**config.mk**
```make
export PLATFORM = sky130hd
export DESIGN_NAME = point_rotation_degree_table_unit
export DESIGN_NICKNAME = d
export VERILOG_FILES = /design/src/rtl/core/prdt_pkg.sv /design/src/rtl/core/prdt_trig.sv /design/src/rtl/core/prdt_round.sv /design/src/rtl/core/point_rotation_degree_table_unit.sv
export SDC_FILE = /design/constraint.sdc
export NUM_CORES = 2
export LEC_CHECK = 0
export BUFFER_PORTS_ARGS = -buffer_cell sky130_fd_sc_hd__buf_2
export CAP_MARGIN = 20
export CORE_MARGIN = 1
export CORE_UTILIZATION = 55
export CTS_CLUSTER_SIZE = 25
export DETAILED_ROUTE_END_ITERATION = 12
export MAX_ROUTING_LAYER = met4
export PLACE_DENSITY = 0.72
export SLEW_MARGIN = 20
export SYNTH_ARGS = -nofsm -noshare
export SYNTH_HDL_FRONTEND = slang
export SYNTH_SLANG_ARGS = --single-unit
```
**constraint.sdc**
```tcl
create_clock -name clk -period 20.1 [get_ports clk]
set_input_delay 4.02 -clock clk [delete_from_list [all_inputs] [get_ports clk]]
set_output_delay 4.02 -clock clk [all_outputs]
set_load 0.01 [all_outputs]
```
**src/rtl/core/prdt_pkg.sv**
```systemverilog
// Shared types and constants for the point rotation unit.
`default_nettype none

package prdt_pkg;

  // Fixed field widths of the beats
  localparam int COORD_WIDTH = 16;
  localparam int ANGLE_WIDTH = 16;

  // Default fraction bits of the rotation coefficients
  localparam int FRAC_BITS_DEF = 14;

  // Cos/sin table: 0..45 degrees, unsigned Q1.14 entries
  localparam int TBL_FRAC  = 14;
  localparam int TBL_W     = TBL_FRAC + 1;
  localparam int TBL_DEPTH = 46;

  // Reduced angle 0..359
  localparam int DEG_WIDTH = 9;

  // Angle landmarks
  localparam int DEG_FULL  = 360;
  localparam int DEG_HALF  = 180;
  localparam int DEG_RIGHT = 90;
  localparam int DEG_OCT   = 45;

  typedef struct packed {
    logic signed [COORD_WIDTH-1:0] in_x;
    logic signed [COORD_WIDTH-1:0] in_y;
    logic signed [ANGLE_WIDTH-1:0] angle_deg;
  } in_beat_t;

  typedef struct packed {
    logic signed [COORD_WIDTH-1:0] out_x;
    logic signed [COORD_WIDTH-1:0] out_y;
  } out_beat_t;

endpackage

`default_nettype wire

```
**src/rtl/core/prdt_trig.sv**
```systemverilog
// Folds a 0..359 degree angle into the 0..45 table and gives signed cos/sin.
`default_nettype none

module prdt_trig #(
  parameter int FRAC_BITS = prdt_pkg::FRAC_BITS_DEF
) (
  input  wire logic [prdt_pkg::DEG_WIDTH-1:0] deg,
  output logic signed [FRAC_BITS+1:0]         cos_o,
  output logic signed [FRAC_BITS+1:0]         sin_o
);

  localparam int TW    = prdt_pkg::TBL_W;
  localparam int IDX_W = $clog2(prdt_pkg::TBL_DEPTH);
  localparam int MAG_W = FRAC_BITS + 1;

  localparam logic [TW-1:0] COS_ROM [prdt_pkg::TBL_DEPTH] = '{
    15'd16384, 15'd16382, 15'd16374, 15'd16362, 15'd16344, 15'd16322, 15'd16294,
    15'd16262, 15'd16225, 15'd16182, 15'd16135, 15'd16083, 15'd16026, 15'd15964,
    15'd15897, 15'd15826, 15'd15749, 15'd15668, 15'd15582, 15'd15491, 15'd15396,
    15'd15296, 15'd15191, 15'd15082, 15'd14968, 15'd14849, 15'd14726, 15'd14598,
    15'd14466, 15'd14330, 15'd14189, 15'd14044, 15'd13894, 15'd13741, 15'd13583,
    15'd13421, 15'd13255, 15'd13085, 15'd12911, 15'd12733, 15'd12551, 15'd12365,
    15'd12176, 15'd11982, 15'd11786, 15'd11585
  };

  localparam logic [TW-1:0] SIN_ROM [prdt_pkg::TBL_DEPTH] = '{
    15'd0,     15'd286,   15'd572,   15'd857,   15'd1143,  15'd1428,  15'd1713,
    15'd1997,  15'd2280,  15'd2563,  15'd2845,  15'd3126,  15'd3406,  15'd3686,
    15'd3964,  15'd4240,  15'd4516,  15'd4790,  15'd5063,  15'd5334,  15'd5604,
    15'd5872,  15'd6138,  15'd6402,  15'd6664,  15'd6924,  15'd7182,  15'd7438,
    15'd7692,  15'd7943,  15'd8192,  15'd8438,  15'd8682,  15'd8923,  15'd9162,
    15'd9397,  15'd9630,  15'd9860,  15'd10087, 15'd10311, 15'd10531, 15'd10749,
    15'd10963, 15'd11174, 15'd11381, 15'd11585
  };

  logic [7:0]       a1;
  logic [6:0]       a2;
  logic [IDX_W-1:0] idx;
  logic             neg_s;
  logic             neg_c;
  logic             swap;
  logic [TW-1:0]    c_raw;
  logic [TW-1:0]    s_raw;
  logic [MAG_W-1:0] c_mag;
  logic [MAG_W-1:0] s_mag;

  // Symmetry folds: lower half, first quadrant, first octant
  always_comb begin
    neg_s = (deg > prdt_pkg::DEG_WIDTH'(prdt_pkg::DEG_HALF));
    a1    = neg_s ? 8'(prdt_pkg::DEG_WIDTH'(prdt_pkg::DEG_FULL) - deg) : deg[7:0];
    neg_c = (a1 > 8'(prdt_pkg::DEG_RIGHT));
    a2    = neg_c ? 7'(8'(prdt_pkg::DEG_HALF) - a1) : a1[6:0];
    swap  = (a2 > 7'(prdt_pkg::DEG_OCT));
    idx   = swap ? IDX_W'(7'(prdt_pkg::DEG_RIGHT) - a2) : a2[IDX_W-1:0];
  end

  // Table read, cos/sin swapped past the octant
  always_comb begin
    c_raw = swap ? SIN_ROM[idx] : COS_ROM[idx];
    s_raw = swap ? COS_ROM[idx] : SIN_ROM[idx];
  end

  // Rescale Q1.14 entries to the coefficient fraction width
  if (FRAC_BITS >= prdt_pkg::TBL_FRAC) begin : g_up
    localparam int UP = FRAC_BITS - prdt_pkg::TBL_FRAC;
    assign c_mag = MAG_W'(c_raw) << UP;
    assign s_mag = MAG_W'(s_raw) << UP;
  end else begin : g_dn
    // round half up on the magnitude
    localparam int DN = prdt_pkg::TBL_FRAC - FRAC_BITS;
    localparam logic [TW:0] HALF = (TW+1)'(1) << (DN - 1);
    logic [TW:0] c_sum;
    logic [TW:0] s_sum;
    assign c_sum = {1'b0, c_raw} + HALF;
    assign s_sum = {1'b0, s_raw} + HALF;
    assign c_mag = MAG_W'(c_sum >> DN);
    assign s_mag = MAG_W'(s_sum >> DN);
  end

  // Apply quadrant signs
  always_comb begin
    cos_o = neg_c ? -$signed({1'b0, c_mag}) : $signed({1'b0, c_mag});
    sin_o = neg_s ? -$signed({1'b0, s_mag}) : $signed({1'b0, s_mag});
  end

endmodule

`default_nettype wire

```
**src/rtl/core/prdt_round.sv**
```systemverilog
// Drops fraction bits of a product sum toward zero and saturates to a coordinate.
`default_nettype none

module prdt_round #(
  parameter int FRAC_BITS = prdt_pkg::FRAC_BITS_DEF,
  parameter int SUM_W     = prdt_pkg::COORD_WIDTH + prdt_pkg::FRAC_BITS_DEF + 3
) (
  input  wire logic signed [SUM_W-1:0]                acc,
  output logic signed [prdt_pkg::COORD_WIDTH-1:0]     res
);

  localparam int CW = prdt_pkg::COORD_WIDTH;
  localparam int QW = SUM_W - FRAC_BITS;

  logic [SUM_W-1:0] bias;
  logic [SUM_W-1:0] adj;
  logic [QW-1:0]    quo;
  logic [QW-CW:0]   upper;
  logic             fits;

  // Negative sums get 2^F-1 added so the shift truncates toward zero
  always_comb begin
    bias  = acc[SUM_W-1] ? SUM_W'({FRAC_BITS{1'b1}}) : '0;
    adj   = acc + bias;
    quo   = adj[SUM_W-1:FRAC_BITS];
    upper = quo[QW-1:CW-1];
    fits  = (&upper) || !(|upper);
  end

  // Saturate to the signed coordinate range
  always_comb begin
    if (fits) begin
      res = quo[CW-1:0];
    end else if (quo[QW-1]) begin
      res = {1'b1, {(CW-1){1'b0}}};
    end else begin
      res = {1'b0, {(CW-1){1'b1}}};
    end
  end

endmodule

`default_nettype wire

```
**src/rtl/core/point_rotation_degree_table_unit.sv**
```systemverilog
// Top level: rotates a point by a whole-degree angle through a cos/sin table.
//
//   channel | direction | handshake            | beat
//   --------+-----------+----------------------+---------------------------
//   in_     | input     | in_valid / in_ready   | in_beat_t  (x, y, angle)
//   out_    | output    | out_valid / out_ready | out_beat_t (rotated x, y)
//
// One beat per clock sustained while out_ready stays high; each beat passes every stage in turn.
// The five stages are: input register, angle reduction (reciprocal multiply),
// fold and table lookup, four parallel multipliers, sum/truncate/saturate.
// Each stage loads when it is empty or the stage after it moves, so bubbles
// close up and a stalled output holds only as far back as the pipe is full.
// Reset (rst_n low, synchronous) clears the stage valids; the table is constant.
`default_nettype none

module point_rotation_degree_table_unit #(
  parameter int FRAC_BITS = prdt_pkg::FRAC_BITS_DEF
) (
  input  wire logic               clk,
  input  wire logic               rst_n,
  input  wire logic               in_valid,
  output logic                    in_ready,
  input  wire prdt_pkg::in_beat_t in_data,
  output logic                    out_valid,
  input  wire logic               out_ready,
  output prdt_pkg::out_beat_t     out_data
);

  localparam int CW      = prdt_pkg::COORD_WIDTH;
  localparam int AW      = prdt_pkg::ANGLE_WIDTH;
  localparam int DW      = prdt_pkg::DEG_WIDTH;
  localparam int COEF_W  = FRAC_BITS + 2;
  localparam int PROD_W  = CW + COEF_W;
  localparam int SUM_W   = PROD_W + 1;

  // Angle reduction: bias to a positive multiple of 360, then reciprocal
  localparam int ANGLE_BIAS  = 33120;          // 92 * 360, covers the full range
  localparam int U_W         = AW + 1;
  localparam int RECIP_360   = 2912;           // floor(2^20 / 360)
  localparam int RECIP_W     = 12;
  localparam int RECIP_SHIFT = 20;
  localparam int RP_W        = U_W + RECIP_W;
  localparam int Q_W         = 8;
  localparam int REM_W       = 10;

  // Stage indexes
  localparam int S_IN   = 0;
  localparam int S_MOD  = 1;
  localparam int S_TRIG = 2;
  localparam int S_MUL  = 3;
  localparam int S_OUT  = 4;
  localparam int NSTG   = 5;

  logic [NSTG-1:0] vld_r;
  logic [NSTG-1:0] vld_nxt;
  logic [NSTG-1:0] adv;

  prdt_pkg::in_beat_t     in_r;

  logic [U_W-1:0]         u_r, u_nxt;
  logic [Q_W-1:0]         q_r, q_nxt;
  logic [RP_W-1:0]        recip_prod;
  logic signed [CW-1:0]   x1_r, y1_r;

  logic [U_W-1:0]         rem_full;
  logic [REM_W-1:0]       rem;
  logic [DW-1:0]          deg;
  logic signed [COEF_W-1:0] cos_nxt, sin_nxt;
  logic signed [COEF_W-1:0] cos_r, sin_r;
  logic signed [CW-1:0]   x2_r, y2_r;

  logic signed [PROD_W-1:0] pxc_r, pys_r, pxs_r, pyc_r;

  logic signed [SUM_W-1:0] sum_x, sum_y;
  logic signed [CW-1:0]    rx_nxt, ry_nxt;
  prdt_pkg::out_beat_t     out_r;

  // Stage advance, from the output back
  always_comb begin
    adv[NSTG-1] = !vld_r[NSTG-1] || out_ready;
    for (int k = NSTG - 2; k >= 0; k--) begin
      adv[k] = !vld_r[k] || adv[k+1];
    end
  end

  assign in_ready  = adv[S_IN];
  assign out_valid = vld_r[S_OUT];
  assign out_data  = out_r;

  // Valid bits move with their stage
  always_comb begin
    vld_nxt = vld_r;
    if (adv[S_IN]) begin
      vld_nxt[S_IN] = in_valid;
    end
    for (int k = 1; k < NSTG; k++) begin
      if (adv[k]) begin
        vld_nxt[k] = vld_r[k-1];
      end
    end
  end

  always_ff @(posedge clk) begin
    if (!rst_n) begin
      vld_r <= '0;
    end else begin
      vld_r <= vld_nxt;
    end
  end

  // Angle reduction: quotient estimate is exact or one low
  always_comb begin
    u_nxt      = U_W'($signed(in_r.angle_deg)) + U_W'(ANGLE_BIAS);
    recip_prod = RP_W'(u_nxt) * RP_W'(RECIP_360);
    q_nxt      = recip_prod[RECIP_SHIFT +: Q_W];
  end

  // Remainder with one correction step
  always_comb begin
    rem_full = u_r - U_W'(U_W'(q_r) * U_W'(prdt_pkg::DEG_FULL));
    rem      = rem_full[REM_W-1:0];
    if (rem >= REM_W'(prdt_pkg::DEG_FULL)) begin
      deg = DW'(rem - REM_W'(prdt_pkg::DEG_FULL));
    end else begin
      deg = rem[DW-1:0];
    end
  end

  prdt_trig #(
    .FRAC_BITS (FRAC_BITS)
  ) u_trig (
    .deg   (deg),
    .cos_o (cos_nxt),
    .sin_o (sin_nxt)
  );

  // Product sums
  always_comb begin
    sum_x = SUM_W'(pxc_r) - SUM_W'(pys_r);
    sum_y = SUM_W'(pxs_r) + SUM_W'(pyc_r);
  end

  prdt_round #(
    .FRAC_BITS (FRAC_BITS),
    .SUM_W     (SUM_W)
  ) u_round_x (
    .acc (sum_x),
    .res (rx_nxt)
  );

  prdt_round #(
    .FRAC_BITS (FRAC_BITS),
    .SUM_W     (SUM_W)
  ) u_round_y (
    .acc (sum_y),
    .res (ry_nxt)
  );

  // Stage payload registers
  always_ff @(posedge clk) begin
    if (adv[S_IN]) begin
      in_r <= in_data;
    end
    if (adv[S_MOD]) begin
      u_r  <= u_nxt;
      q_r  <= q_nxt;
      x1_r <= in_r.in_x;
      y1_r <= in_r.in_y;
    end
    if (adv[S_TRIG]) begin
      cos_r <= cos_nxt;
      sin_r <= sin_nxt;
      x2_r  <= x1_r;
      y2_r  <= y1_r;
    end
    if (adv[S_MUL]) begin
      pxc_r <= PROD_W'(x2_r) * PROD_W'(cos_r);
      pys_r <= PROD_W'(y2_r) * PROD_W'(sin_r);
      pxs_r <= PROD_W'(x2_r) * PROD_W'(sin_r);
      pyc_r <= PROD_W'(y2_r) * PROD_W'(cos_r);
    end
    if (adv[S_OUT]) begin
      out_r.out_x <= rx_nxt;
      out_r.out_y <= ry_nxt;
    end
  end

endmodule

`default_nettype wire
```
=== Word-level counts from Yosys, hierarchy flattened ===
Memory sizes are Yosys's and may differ from the RTL's.
Cells that the tools add are included.

* Register bits after elaboration: 327
* Memory bits (read-only): 1920
* Output and inout port bits: 34
* Memories: 2

* Add/sub/neg operators: 12
* Multiply operators: 6
* $lt $le $gt $ge: 5
* Muxes and demuxes: 18
* Bitwise logic cells: 1
* Reductions and logical operators: 18

{| class="wikitable"
|+ Memory list
! memory !! words !! width !! read ports !! clocked after Yosys merged registers in !! wr ports !! RTL line !! RTL
|-
| (no name shown) || 64 || 15 || 1 || 0 || 0 || prdt_trig.sv:59 || <nowiki>c_raw = swap ? SIN_ROM[idx] : COS_ROM[idx];</nowiki>
|-
| (no name shown) || 64 || 15 || 1 || 0 || 0 || prdt_trig.sv:59 ||
|}

{| class="wikitable"
|+ Operator list
! kind !! count
|-
| 16-bit by 16-bit multiplier with 32-bit output || 4
|-
| 15-bit two-way mux || 8
|-
| 33-bit adder || 2
|-
| 16-bit two-way mux || 4
|-
| 32-bit by 32-bit adder with 33-bit output || 1
|-
| 32-bit by 32-bit subtractor with 33-bit output || 1
|-
| 15-bit negator with 16-bit output || 2
|-
| 14-bit two-way mux || 2
|-
| 17-bit by 7-bit multiplier with 23-bit output (second input constant) || 1
|-
| 16-bit by 17-bit adder with 17-bit output (second input constant) || 1
|-
| 10-bit by 9-bit >= comparator with 1-bit output (second input constant) || 1
|-
| 10-bit subtractor || 1
|-
| 9-bit by 8-bit greater-than comparator with 1-bit output (second input constant) || 1
|-
| 9-bit two-way mux || 1
|-
| 9-bit subtractor (second input constant) || 1
|-
| 8-bit by 7-bit greater-than comparator with 1-bit output (second input constant) || 1
|-
| 8-bit by 6-bit multiplier with 7-bit output (second input constant) || 1
|-
| 8-bit two-way mux || 1
|-
| 4-bit AND reduction || 2
|-
| 4-bit OR reduction || 2
|-
| 7-bit by 8-bit subtractor with 8-bit output (first input constant) || 1
|-
| 7-bit >= comparator (second input constant) || 1
|-
| 7-bit by 6-bit greater-than comparator with 1-bit output (second input constant) || 1
|-
| 1-bit zero test || 7
|-
| 6 further kinds || 12
|}

=== Depth between registers and ports, before layout ===
* Word-level depth: 17
* Gate-level depth with buffers: 47
* Gate-level depth less buffers: 42

=== Hierarchy ===
Synthesis repeated with hierarchy kept, for this count alone.

* Cell total of the unflattened synthesis: 6397
* Area total of the unflattened synthesis: 61536.5 um2

{| class="wikitable"
|+ Modules (own cells, without submodules)
! module !! instances !! cells an instance !! area an instance (um2)
|-
| point_rotation_degree_table_unit || 1 || 5458 || 55150.4
|-
| prdt_trig || 1 || 711 || 4762.1
|-
| prdt_round || 2 || 114 || 812.0
|}

=== Worst setup path before layout ===
No wires, ideal clock.

* Kind: input port to output port
* Start point: input out_ready
* End point: output in_ready
* Arrival: 5.681 ns
* Data required time: 16.080 ns
* Slack: 10.399 ns
* Cell stages on the path: 3
* Path through: nor2b_1 -> and3_1 -> nand3_1

* Longest elaborated chain between the ends: 5

{| class="wikitable"
|+ Ends and longest elaborated chain
! element !! RTL line !! RTL
|-
| start: declaration || point_rotation_degree_table_unit.sv:25 || <nowiki>input wire logic out_ready,</nowiki>
|-
| 1-bit logical OR || point_rotation_degree_table_unit.sv:80 || <nowiki>adv[NSTG-1] = !vld_r[NSTG-1] || out_ready;</nowiki>
|-
| 1-bit logical OR (4 in series) || point_rotation_degree_table_unit.sv:82 || <nowiki>adv[k] = !vld_r[k] || adv[k+1];</nowiki>
|-
| end: declaration || point_rotation_degree_table_unit.sv:22 || <nowiki>output logic in_ready,</nowiki>
|}

No other way between the ends.

=== Final worst setup path ===
* Start point: register q_r[1]
* End point: register sin_r[13], data pin

* Longest elaborated chain between the ends: 17

{| class="wikitable"
|+ Ends and longest elaborated chain
! element !! RTL line !! RTL
|-
| start: declaration || point_rotation_degree_table_unit.sv:61 || <nowiki>logic [Q_W-1:0] q_r, q_nxt;</nowiki>
|-
| start signal: assignment || point_rotation_degree_table_unit.sv:166 || <nowiki>q_r <= q_nxt;</nowiki>
|-
| 8-bit by 6-bit multiplier with 7-bit output * || point_rotation_degree_table_unit.sv:120 || <nowiki>rem_full = u_r - U_W'(U_W'(q_r) * U_W'(prdt_pkg::DEG_FULL));</nowiki>
|-
| 10-bit subtractor * || point_rotation_degree_table_unit.sv:120 ||
|-
| 9-bit subtractor / 10-bit by 9-bit >= comparator with 1-bit output (equally long branches) || point_rotation_degree_table_unit.sv:123, point_rotation_degree_table_unit.sv:122 ||
|-
| 9-bit two-way mux * || point_rotation_degree_table_unit.sv:122 || <nowiki>if (rem >= REM_W'(prdt_pkg::DEG_FULL)) begin</nowiki>
|-
| 7-bit by 8-bit subtractor with 8-bit output / 9-bit by 8-bit greater-than comparator with 1-bit output (equally long branches) || prdt_trig.sv:50, prdt_trig.sv:49 ||
|-
| 8-bit two-way mux || prdt_trig.sv:50 || <nowiki>a1 = neg_s ? 8'(prdt_pkg::DEG_WIDTH'(prdt_pkg::DEG_FULL) - deg) : deg[7:0];</nowiki>
|-
| 6-bit by 7-bit subtractor with 7-bit output / 8-bit by 7-bit greater-than comparator with 1-bit output (equally long branches) || prdt_trig.sv:52, prdt_trig.sv:51 ||
|-
| 7-bit two-way mux || prdt_trig.sv:52 || <nowiki>a2 = neg_c ? 7'(8'(prdt_pkg::DEG_HALF) - a1) : a1[6:0];</nowiki>
|-
| 5-bit by 6-bit subtractor with 6-bit output / 7-bit by 6-bit greater-than comparator with 1-bit output (equally long branches) || prdt_trig.sv:54, prdt_trig.sv:53 ||
|-
| 6-bit two-way mux || prdt_trig.sv:54 || <nowiki>idx = swap ? IDX_W'(7'(prdt_pkg::DEG_RIGHT) - a2) : a2[IDX_W-1:0];</nowiki>
|-
| 6-bit inverter with 7-bit output (not written as such) || prdt_trig.sv:60 || <nowiki>s_raw = swap ? COS_ROM[idx] : SIN_ROM[idx];</nowiki>
|-
| memory 64 x 15 bit || - ||
|-
| 15-bit two-way mux (2 in series) || - ||
|-
| 15-bit two-way mux || prdt_trig.sv:60 ||
|-
| 15-bit negator with 16-bit output || prdt_trig.sv:83 || <nowiki>sin_o = neg_s ? -$signed({1'b0, s_mag}) : $signed({1'b0, s_mag});</nowiki>
|-
| 15-bit two-way mux * || prdt_trig.sv:83 ||
|-
| net sin_nxt[13] || point_rotation_degree_table_unit.sv:68 || <nowiki>logic signed [COEF_W-1:0] cos_nxt, sin_nxt;</nowiki>
|-
| end signal: assignment || point_rotation_degree_table_unit.sv:172 || <nowiki>sin_r <= sin_nxt;</nowiki>
|-
| end: declaration || point_rotation_degree_table_unit.sv:69 || <nowiki>logic signed [COEF_W-1:0] cos_r, sin_r;</nowiki>
|}

The timed path passes the listed nets; every way through them passes the cells marked *. The select of a mux whose other input is x is not followed.
A chain may end at the register's enable or synchronous reset.

==> flow_summary.yaml <==
run_status:
  status: "complete, no violations"
timing:
  slew_headroom: 0.342
  finalCritPeriodShare: 0.599
  fin_tns_setup_ns: 0
  period_needed_ns: 12.04
  setup_violations: 0
  tightest_slew_ns: 0.977
  max_freq_mhz: 83.1
  fin_skew_ns: 0.0639
  drv_slew: 0
  finalHoldViolCount: 0
  rsz0062_at_grt: "no"
drt:
  dr.pass1.iters: 6
  wl_per_cell_um: 18.6
  drc: 0
  drt-initial-drc-count: 3005
  wl_um: 141000
  vias: 42500
  via_per_inst: 5.61
  drtAntennaViolNets: 0
yosys:
  synth_nets: 7848
  syn_area_per_cell_um2: 9.70
  synth_edf_count: 321
  synthAdderAreaFrac: 0.468
  synth-seq-cells: 326
  synth_top_family_by_area: "adder cells"
  synth_area_leaders: "fa_1 36%, edfxtp_1 16%, ha_1 10%"
  synth_cell_types: 108
  synth_mux_area_frac: 0.00574
  yosysTopAreaCell: "fa_1"
  synth_xor_area_frac: 0.0418
  ys.flop_type: "edfxtp_1"
  yosys_warnings: 0
  synth_simple_gate_area_frac: 0.138
  netlist_area_um2: 60200
  synth_compound_area_frac: 0.0869
  synth_top_area_frac: 0.364
  synth_cells: 6203
  synth_seq_area_share: 0.162
  async_reset_ff_frac: 0
clock_network:
  cts_setup_buffers: 0
  clk_latency_ns: 0.64
  cts-buffers-inserted: 42
  cts-hold-fix-buffers: 0
  cts_sinks: 326
  post_cts_resized: 0
  clk_pin_slew_worst_paths_ns: 0.07
  clk_path_buf_depth: 3
  cts_tree: "built"
  cts_max_level: 2
  cts_root_buf: "clkbuf_16"
floorplan:
  row_count: 120
  die-area_um2: 111000
  fp.dieW_um: 333
  start_util: 0.558
  die_h_um: 333
  core_area_um2: 108000
  io_pins: 86
placed_design:
  dp_hpwl_um: 109000
  gp_congestion: 0.887
  io_buffers: 85
final_layout:
  area_growth_pct: 5.32
  fin_nets: 7790
  drive_gt1_frac: 0.0526
worst_setup_path:
  cp.required_ns: 20.42
  setup.worst_path.start: "q_r[1]"
  critPathSlowestCell: "nor4bb_2"
  arrival_ns: 12.36
  cp_common_cell: "ha_1"
  worst-setup-path-type: "reg2reg"
  r2r_setup_slack_ns: 8.06
  startpoint_type: "flip-flop"
  r2r_cells: 38
  r2r-start: "q_r[1]"
  cp_max_fo: 34
  crit_path_end: "sin_r[13]"
  end_kind: "flip-flop"
  timing.rr.end: "sin_r[13]"
  max_stage_delay_ns: 0.86
min_path:
  whs_path_depth: 0
  min_from: "x1_r[7]"
  hold_path_class: "reg2reg"
grt:
  grt_overflow: 0
  grt_pass1_wl_um: 234000
  grt_pass1_vias: 44900
  grt_antenna_before_repair: 6
  grt_max_degree: 66
  track_usage: 0.273
flow_run:
  drv_cap: 0
[cell families (layout without fill, tap and decap cells)]
| kind of cell | Yosys count | in the layout |
|---|---|---|
| adder cells (fa/ha/maj) | 1593 | 1593 |
| flip-flops | 326 | 326 |
| buffers and inverters | 1557 | 1531 |
| AO/OA/AOI/OAI | 758 | 758 |
| AND/OR/NAND/NOR | 1656 | 1656 |
| multiplexers | 34 | 34 |
| other | 0 | 1 |
| XOR/XNOR | 279 | 279 |
[layout make-up]
cell class                 count  area (um^2)
tap                         1403         1760
timing repair buffer         169         1060
inverter                    1286         4830
multi-input combinational   4320        44600
sequential                   326         9740
clock inverter                29          359
clock buffer                  47         1070
fill                        9212        44400
antenna                        1         2.50
[cells in the final DEF (no fill, tap or decap), types with 28 or more instances in the layout]
cell type	synthesis	routed
inv_1	1283	1281
fa_1	1093	1093
nand2_1	629	627
ha_1	500	500
and2_1	458	458
edfxtp_1	321	321
xnor2_1	225	225
a21oi_1	193	193
nor2_1	172	172
o21ai_0	112	112
buf_2	22	85
buf_4	3	84
nand2b_1	70	70
nor3_1	70	70
nand3_1	70	69
o21bai_1	57	57
xor2_1	48	48
a21o_1	47	47
o21a_1	43	43
clkbuf_16	0	42
a31oi_1	36	35
nor2b_1	34	34
and3_1	30	30
mux2i_1	30	29
o211ai_1	28	28
[sequential cells by signal, summed over array words and instances, names as in the netlist, 16 cells and up]
signal    count
cos_r        16
sin_r        16
pyc_r        32
out_data     32
pxs_r        32
pys_r        32
x2_r         16
y2_r         16
y1_r         16
pxc_r        32
x1_r         16
in_r         48
[cells in the mapped netlist (all sizes together), types with 8 or more instances]
cell / count
a21oi: 197
a21o: 47
buf: 35
o21ai: 124
o21bai: 57
mux2i: 30
fa: 1093
and3: 30
nor4: 24
nor3: 73
inv: 1286
nand2: 629
nor2b: 34
a41oi: 8
o211ai: 31
o22ai: 11
edfxtp: 321
a211oi: 24
a211o: 16
nand2b: 70
a22oi: 9
a31oi: 37
and2: 459
nand4: 16
a2111oi: 9
ha: 500
xor2: 49
clkbuf: 236
nand3: 70
o31ai: 18
o41ai: 12
xnor2: 229
or3: 26
o221ai: 10
a21boi: 11
or2: 22
o21a: 43
o311ai: 11
nor2: 173
[through the flow]
step | setup slack [ns] | instance area (um^2) | hold WS, ns | utilization | std cells
finish | 8.06 | 63400 | 0.416 | 0.588 | 7581
detailed placement | 7.95 | 61900 | 0.405 | 0.575 | 7504
global placement | 7.73 | 61900 | 0.400 | 0.575 | 7504
global route | 7.39 | 63400 | 0.423 | 0.588 | 7580
floorplan | 10.40 | 60200 | 0.400 | - | 6203
CTS | 7.87 | 63400 | 0.418 | 0.588 | 7580
[metal layers]
metal  part of all wire  routed length (um)  track usage  vias up
met3              0.057                8090       0.0287      253
met4              0.042                5960        0.102        0
met2               0.48               67300        0.441     1257
li1                   -                   -            -    19400
met5                  0                   0            -        -
met1               0.42               59400        0.357    21600
[worst max-delay path, delay by kind of cell (launching register included)]
kind	cells	cell delay (ns)
buffers and inverters	4	0.29
AOI/OAI and AO/OA	15	4.50
DFF	1	0.43
and+or+nand+nor	9	3.08
adders and majority gates	8	2.94
xor gates and xnor gates	2	0.47
[worst min-delay path by stage]
stage	endpoint	slack, ns
2_1_floorplan	x1_r[0]	0.40
3_3_place_gp	y1_r[1]	0.40
3_5_place_dp	x1_r[0]	0.40
4_1_cts	x2_r[7]	0.42
5_1_grt	x1_r[7]	0.42
6_report	x2_r[7]	0.42
Power is left out: the tool's default activity adds up to more than one toggle a clock period on the data nets, which glitch-free logic cannot reach.
